`src/rtl/core/nsf_pkg.sv`:
```
// ----------------------------------------------------------------------------
// nsf_pkg
// shared constants and the result type of the sentence framer
// ----------------------------------------------------------------------------
package nsf_pkg;

  // payload store depth in bytes
  localparam int BUFFER_BYTES = 128;
  localparam int COUNT_W      = 8;
  localparam int INDEX_W      = 7;

  // framing characters
  localparam logic [7:0] CH_START = 8'h24;
  localparam logic [7:0] CH_STAR  = 8'h2A;
  localparam logic [7:0] CH_LF    = 8'h0A;
  localparam logic [7:0] CH_CR    = 8'h0D;

  // status codes
  localparam logic [3:0] ST_OK          = 4'd0;
  localparam logic [3:0] ST_DONE        = 4'd1;
  localparam logic [3:0] ST_OVERRUN     = 4'd2;
  localparam logic [3:0] ST_START_EXP   = 4'd3;
  localparam logic [3:0] ST_START_UNEXP = 4'd4;
  localparam logic [3:0] ST_LF_UNEXP    = 4'd5;
  localparam logic [3:0] ST_CR_UNEXP    = 4'd6;
  localparam logic [3:0] ST_TOO_LONG    = 4'd7;
  localparam logic [3:0] ST_BAD_HEX     = 4'd8;
  localparam logic [3:0] ST_CSUM_BAD    = 4'd9;
  localparam logic [3:0] ST_CR_EXP      = 4'd10;
  localparam logic [3:0] ST_LF_EXP      = 4'd11;

  typedef struct packed {
    logic [3:0]         status;
    logic               payload_valid;
    logic [7:0]         payload_byte;
    logic [INDEX_W-1:0] payload_index;
    logic [COUNT_W-1:0] sentence_length;
  } nsf_result_t;

endpackage

```
`src/rtl/core/nmea_sentence_framer.sv`:
```
// ----------------------------------------------------------------------------
// nmea_sentence_framer
// frames '$' payload '*' hh CR LF sentences and checks the xor checksum
// ----------------------------------------------------------------------------
// One received byte per item, one status item per byte. The framer hunts for
// '$', forwards each payload byte with its store index, collects the two
// upper-case hex checksum digits, compares them against the xor of the
// payload, then expects CR and LF; the LF item reports sentence done with the
// payload length. Any error, or the overrun flag, returns the framer to the
// hunt for '$'. Throughput is one item per clock while in_stall is low: the
// whole state update is one small decode between the framing registers and
// the result register, and a result register plus one skid entry keep the
// input side running while a result waits. in_stall rises only when both
// result entries are full.
// ----------------------------------------------------------------------------
module nmea_sentence_framer import nsf_pkg::*; (
  input  logic               clk,
  input  logic               rst_n,
  // input channel
  input  logic               in_valid,
  output logic               in_stall,
  input  logic [7:0]         in_rx_byte,
  input  logic               in_rx_overrun,
  // result channel
  output logic               out_valid,
  input  logic               out_stall,
  output logic [3:0]         out_status,
  output logic               out_payload_valid,
  output logic [7:0]         out_payload_byte,
  output logic [INDEX_W-1:0] out_payload_index,
  output logic [COUNT_W-1:0] out_sentence_length
);

  // framing modes
  localparam logic [2:0] MODE_WAIT = 3'd0;
  localparam logic [2:0] MODE_DATA = 3'd1;
  localparam logic [2:0] MODE_HIGH = 3'd2;
  localparam logic [2:0] MODE_LOW  = 3'd3;
  localparam logic [2:0] MODE_CR   = 3'd4;
  localparam logic [2:0] MODE_LF   = 3'd5;

  localparam logic [COUNT_W-1:0] COUNT_LIMIT = COUNT_W'(BUFFER_BYTES);

  // bit 4 flags a byte that is no upper-case hex digit
  function automatic logic [4:0] hex_decode(input logic [7:0] c);
    logic [4:0] d;
    if (c >= 8'h30 && c <= 8'h39) begin
      d = {1'b0, c[3:0]};
    end else if (c >= 8'h41 && c <= 8'h46) begin
      d = {1'b0, c[3:0] + 4'd9};
    end else begin
      d = 5'h10;
    end
    return d;
  endfunction

  // framing state
  logic [2:0]         mode_r, mode_nxt;
  logic [7:0]         xor_r, xor_nxt;
  logic [7:0]         sum_r, sum_nxt;
  logic [COUNT_W-1:0] count_r, count_nxt;

  // result register and skid entry
  nsf_result_t res_nxt;
  nsf_result_t out_r, skid_r;
  logic        out_valid_r, skid_valid_r;

  logic       in_accept, out_take;
  logic [4:0] hex_d;
  logic [7:0] sum_full;
  logic [7:0] csum_diff;
  logic       clear;

  assign in_stall  = skid_valid_r;
  assign in_accept = in_valid && !skid_valid_r;
  assign out_take  = out_valid_r && !out_stall;

  assign hex_d     = hex_decode(in_rx_byte);
  // high digit left the low nibble of the sum at zero
  assign sum_full  = sum_r + {4'd0, hex_d[3:0]};
  assign csum_diff = xor_r ^ sum_full;

  // per-byte framing decode
  always_comb begin
    mode_nxt  = mode_r;
    xor_nxt   = xor_r;
    sum_nxt   = sum_r;
    count_nxt = count_r;
    clear     = 1'b0;
    res_nxt   = '0;

    if (in_rx_overrun) begin
      clear          = 1'b1;
      res_nxt.status = ST_OVERRUN;
    end else begin
      case (mode_r)
        MODE_DATA: begin
          if (in_rx_byte == CH_START) begin
            clear          = 1'b1;
            res_nxt.status = ST_START_UNEXP;
          end else if (in_rx_byte == CH_LF) begin
            clear          = 1'b1;
            res_nxt.status = ST_LF_UNEXP;
          end else if (in_rx_byte == CH_CR) begin
            clear          = 1'b1;
            res_nxt.status = ST_CR_UNEXP;
          end else if (in_rx_byte == CH_STAR) begin
            mode_nxt = MODE_HIGH;
          end else if (count_r >= COUNT_LIMIT) begin
            clear          = 1'b1;
            res_nxt.status = ST_TOO_LONG;
          end else begin
            res_nxt.payload_valid = 1'b1;
            res_nxt.payload_byte  = in_rx_byte;
            res_nxt.payload_index = count_r[INDEX_W-1:0];
            count_nxt             = count_r + COUNT_W'(1);
            xor_nxt               = xor_r ^ in_rx_byte;
          end
        end
        MODE_HIGH: begin
          if (hex_d[4]) begin
            clear          = 1'b1;
            res_nxt.status = ST_BAD_HEX;
          end else begin
            sum_nxt  = {hex_d[3:0], 4'd0};
            mode_nxt = MODE_LOW;
          end
        end
        MODE_LOW: begin
          if (hex_d[4]) begin
            clear          = 1'b1;
            res_nxt.status = ST_BAD_HEX;
          end else begin
            sum_nxt = sum_full;
            xor_nxt = csum_diff;
            if (csum_diff != 8'd0) begin
              clear          = 1'b1;
              res_nxt.status = ST_CSUM_BAD;
            end else begin
              mode_nxt = MODE_CR;
            end
          end
        end
        MODE_CR: begin
          if (in_rx_byte == CH_CR) begin
            mode_nxt = MODE_LF;
          end else begin
            clear          = 1'b1;
            res_nxt.status = ST_CR_EXP;
          end
        end
        MODE_LF: begin
          clear = 1'b1;
          if (in_rx_byte == CH_LF) begin
            res_nxt.status          = ST_DONE;
            res_nxt.sentence_length = count_r;
          end else begin
            res_nxt.status = ST_LF_EXP;
          end
        end
        default: begin
          // hunting for start, unused codes land here too
          if (in_rx_byte == CH_START) begin
            mode_nxt  = MODE_DATA;
            xor_nxt   = 8'd0;
            count_nxt = '0;
          end else begin
            mode_nxt       = MODE_WAIT;
            res_nxt.status = ST_START_EXP;
          end
        end
      endcase
    end

    // framer reset keeps the received checksum
    if (clear) begin
      mode_nxt  = MODE_WAIT;
      xor_nxt   = 8'd0;
      count_nxt = '0;
    end
  end

  // framing registers advance once per accepted item
  always_ff @(posedge clk) begin
    if (!rst_n) begin
      mode_r  <= MODE_WAIT;
      xor_r   <= 8'd0;
      sum_r   <= 8'd0;
      count_r <= '0;
    end else if (in_accept) begin
      mode_r  <= mode_nxt;
      xor_r   <= xor_nxt;
      sum_r   <= sum_nxt;
      count_r <= count_nxt;
    end
  end

  // result register with one skid entry behind it
  always_ff @(posedge clk) begin
    if (!rst_n) begin
      out_valid_r  <= 1'b0;
      skid_valid_r <= 1'b0;
    end else if (!out_valid_r || out_take) begin
      // result slot free: skid entry drains first, in_accept excludes both
      out_valid_r  <= skid_valid_r || in_accept;
      skid_valid_r <= 1'b0;
    end else if (in_accept) begin
      skid_valid_r <= 1'b1;
    end
  end

  always_ff @(posedge clk) begin
    if (!out_valid_r || out_take) begin
      out_r <= skid_valid_r ? skid_r : res_nxt;
    end
    if (out_valid_r && !out_take && in_accept) begin
      skid_r <= res_nxt;
    end
  end

  assign out_valid           = out_valid_r;
  assign out_status          = out_r.status;
  assign out_payload_valid   = out_r.payload_valid;
  assign out_payload_byte    = out_r.payload_byte;
  assign out_payload_index   = out_r.payload_index;
  assign out_sentence_length = out_r.sentence_length;

endmodule

```
`config.mk`:
```
export PLATFORM = sky130hd
export DESIGN_NAME = nmea_sentence_framer
export DESIGN_NICKNAME = d
export VERILOG_FILES = /design/src/rtl/core/nsf_pkg.sv /design/src/rtl/core/nmea_sentence_framer.sv
export SDC_FILE = /design/constraint.sdc
export NUM_CORES = 1
export LEC_CHECK = 0
export ABC_CLOCK_PERIOD_IN_PS = 6100
export BUFFER_PORTS_ARGS = -buffer_cell sky130_fd_sc_hd__buf_2
export CORE_MARGIN = 2
export CORE_UTILIZATION = 39
export DETAILED_ROUTE_END_ITERATION = 8
export PLACE_DENSITY_LB_ADDON = 0.08
export REMOVE_ABC_BUFFERS = 1
export SKIP_CTS_REPAIR_TIMING = 1
export SLEW_MARGIN = 25
export SYNTH_ARGS = -nofsm -noshare
export SYNTH_HDL_FRONTEND = slang
export SYNTH_SLANG_ARGS = --single-unit
```
`constraint.sdc`:
```
create_clock -name clk -period 6.1 [get_ports clk]
set_input_delay 0.915 -clock clk [delete_from_list [all_inputs] [get_ports clk]]
set_output_delay 0.915 -clock clk [all_outputs]
set_load 0.02 [all_outputs]
```
==> summary.txt <==
Status = finished, final reports clean
CP required = 6.38 ns
Drt wl/cell = 16.74 um
Final setup fails = 0
CP delay by family, top = compound AO/OA/AOI/OAI gates
Hold Crit Class = reg -> reg
Main area contributors after synthesis = edfxtp_1 37%, dfxtp_1 13%, mux2_2 7.5%
Most common cell in the synthesized netlist = edfxtp_1
DRC viols = 0
PwrDens = 253.5 nW/um^2
Final ANT Viol Nets = 0
# H-tree levels = 3
Least-Margin Pin Slew = 0.9323 ns
Clock buffer count from CTS = 9
Arr. time, crit path = 5.26 ns
WL final = 10060 um
Max-slew violation count = 0
CP cell instances = buf_2 -> inv_1 -> ha_1 -> o21bai_1 -> a2111oi_2 -> mux2_2 -> ha_1 -> inv_1 -> fa_1 -> nand2b_1 -> a21oi_1 -> xor2_1 -> mux2_2 -> a21oi_1 -> o31ai_1 -> nor3b_4 -> a32o_1
CTS tree = yes
Gr usage total = 16.74%
R2R Path Start = sum_r[0]
Unrepaired setup endpoints after global routing = no
Via density = 5.416
Crit-path slowest cell = a2111oi_2
CP Max Fanout = 8
Mapped Cells = 414
Flop-to-flop setup slack = 2.77 ns
Largest net degree at the start of global routing = 34
Max-cap violations = 0
Hold Path Depth = 2
Routed vias = 3255
Detailed Place HPWL = 6886 um
Crit path buf inv count = 3
Drt first-iter violations = 219
Post-synthesis sequential area ratio = 50.25%
Syn Std Cell Area = 4502 um^2
Grt ovf = 0
Buffers on Ports = 42
CTS sink count = 85
Area leader, netlist = edfxtp_1
CP max stage delay = 0.58 ns
Final worst path period share = 81.56%
Worst-Skew Late Latency = 0.34 ns
Achievable Freq = 0.2010 GHz
Clk buf depth = 2
Share of layout cells above drive strength 1 = 24.24%
First-pass GRT wire length = 16670 um
Row count = 39
Placed Cells = 585
Clock Pin Slew Worst Setup and Hold Paths = 0.07 ns
Hold Startpoint = sum_r[0]
Clock root buffer = clkbuf_16
Final Hold Fails = 0
DR pass1 iterations = 6
Most instantiated cells after synthesis = 56 x edfxtp_1, 30 x mux2_2, 30 x nor2_1
#FFs+latches synth = 85
EDFF count, synth = 56
Synth top area share = 37.35%
Worst setup EP type = flop
WS Path Type = in -> reg
Final #Nets = 477
Die width = 111.4 um
Setup slack after layout = 1.125 ns
Post-route insts no fill = 601
Leak pwr = 1.967 nW
Hold EP = sum_r[0]
Reg2reg path depth = 11
Vias in the first global route = 3164
Die area = 12420 um^2
Initial antenna violation count = 0
Ys flop type = edfxtp_1
Tmin final = 4.975 ns
Worst VDD drop = 0.1328 mV
Async SR Flop Fraction = 0%
Clock skew = 0.006192 ns
Ys Warns = 0
Pre-CTS setup slack = 0.7747 ns
Die Span Y = 111.4 um
Worst slew margin = 37.62%
Syn_area_per_cell = 10.87 um^2
Number of diodes = 0
Crit start category = input pin
Post-route setup TNS = 0 ns
GP Congestion = 0.8062
Fin util = 45.80%
Hold slack = 0.4815 ns
Starting Density = 39.77%
Critical R2R Capture = xor_r[5]
Ports = 43
Netlist cell types = 70
Core ar. = 11320 um^2
Layout area overhead = 15.18%
[layout make-up]
class,count,area (um^2)
clock buffer,10,239.0
clock inverter,6,92.59
fill,1070,6136
inverter,18,67.56
multi-input combinational,292,2097
sequential,85,2262
tap,143,178.9
timing repair buffer,47,247.7
[worst max-delay path by stage]
| stage | start | endpoint | slack, ns | cells past startpoint |
|---|---|---|---|---|
| 2_1_floorplan | in_rx_byte[0] | out_status[0] | 1.48 | 16 |
| 3_3_place_gp | in_rx_byte[0] | out_status[3] | 1.01 | 17 |
| 3_5_place_dp | in_rx_byte[0] | out_status[3] | 0.77 | 17 |
| 4_1_cts | in_rx_byte[1] | xor_r[5] | 1.15 | 17 |
| 5_1_grt | in_rx_byte[0] | xor_r[5] | 0.78 | 17 |
| 6_report | in_rx_byte[0] | xor_r[5] | 1.12 | 17 |
[placed cells by master, fill, tap and decap left out, drive strengths merged, types with 11 or more instances in the layout]
cell and n:
mux2 30, and2 29, a21oi 24, xnor2 11, dfxtp 29, buf 47, edfxtp 56, nand2 18
o21ai 18, inv 19, nand3 14, nor2 31
[stage by stage]
stage,total power [mW],cell area [um^2]
after floorplan,0.6866,4424
after global placement,0.7193,4853
after detailed placement,0.7201,4853
after CTS,1.330,5185
after global routing,1.361,5185
final,1.314,5185
[where the power goes]
part           switching [mW]  internal, mW
Sequential            0.00304         0.624
Combinational          0.0545        0.0245
Clock                   0.235         0.373
[flip-flops by register name (all words and copies together), names as in the netlist, 3 cells and up]
name / count
out_payload_index: 7
count_r: 8
out_sentence_length: 8
out_status: 4
out_payload_byte: 8
mode_r: 3
skid_r: 28
sum_r: 8
xor_r: 8
[logic make-up after synthesis]
logic type               after synthesis  synth area share, %
AND/OR/NAND/NOR                      140                17.43
XOR/XNOR                              15                2.918
flip-flops                            85                50.25
buffers and inverters                 37                3.224
adder cells (fa/ha/maj)               11                3.224
multiplexers                          31                7.726
AO/OA/AOI/OAI                         95                15.23
[layer usage]
layer	wire length [um]	global-route usage (%)	up-vias
met5	0	0	-
met4	118	5.926	0
met3	455	3.538	9
met2	4647	26.34	78
met1	4839	23.00	1550
li1	-	-	1618
[worst reg2reg max path, delay by kind of cell, from the launching register on]
family	cells	cell delay [ns]
muxes	1	0.19
DFF	1	0.34
adders and majority gates	2	0.56
AOI/OAI and AO/OA	4	1.23
xor gates and xnor gates	1	0.27
and+or+nand+nor	2	0.63
buffers and inverters	1	0.06
Note: power is estimated with default switching activity, not from simulation.
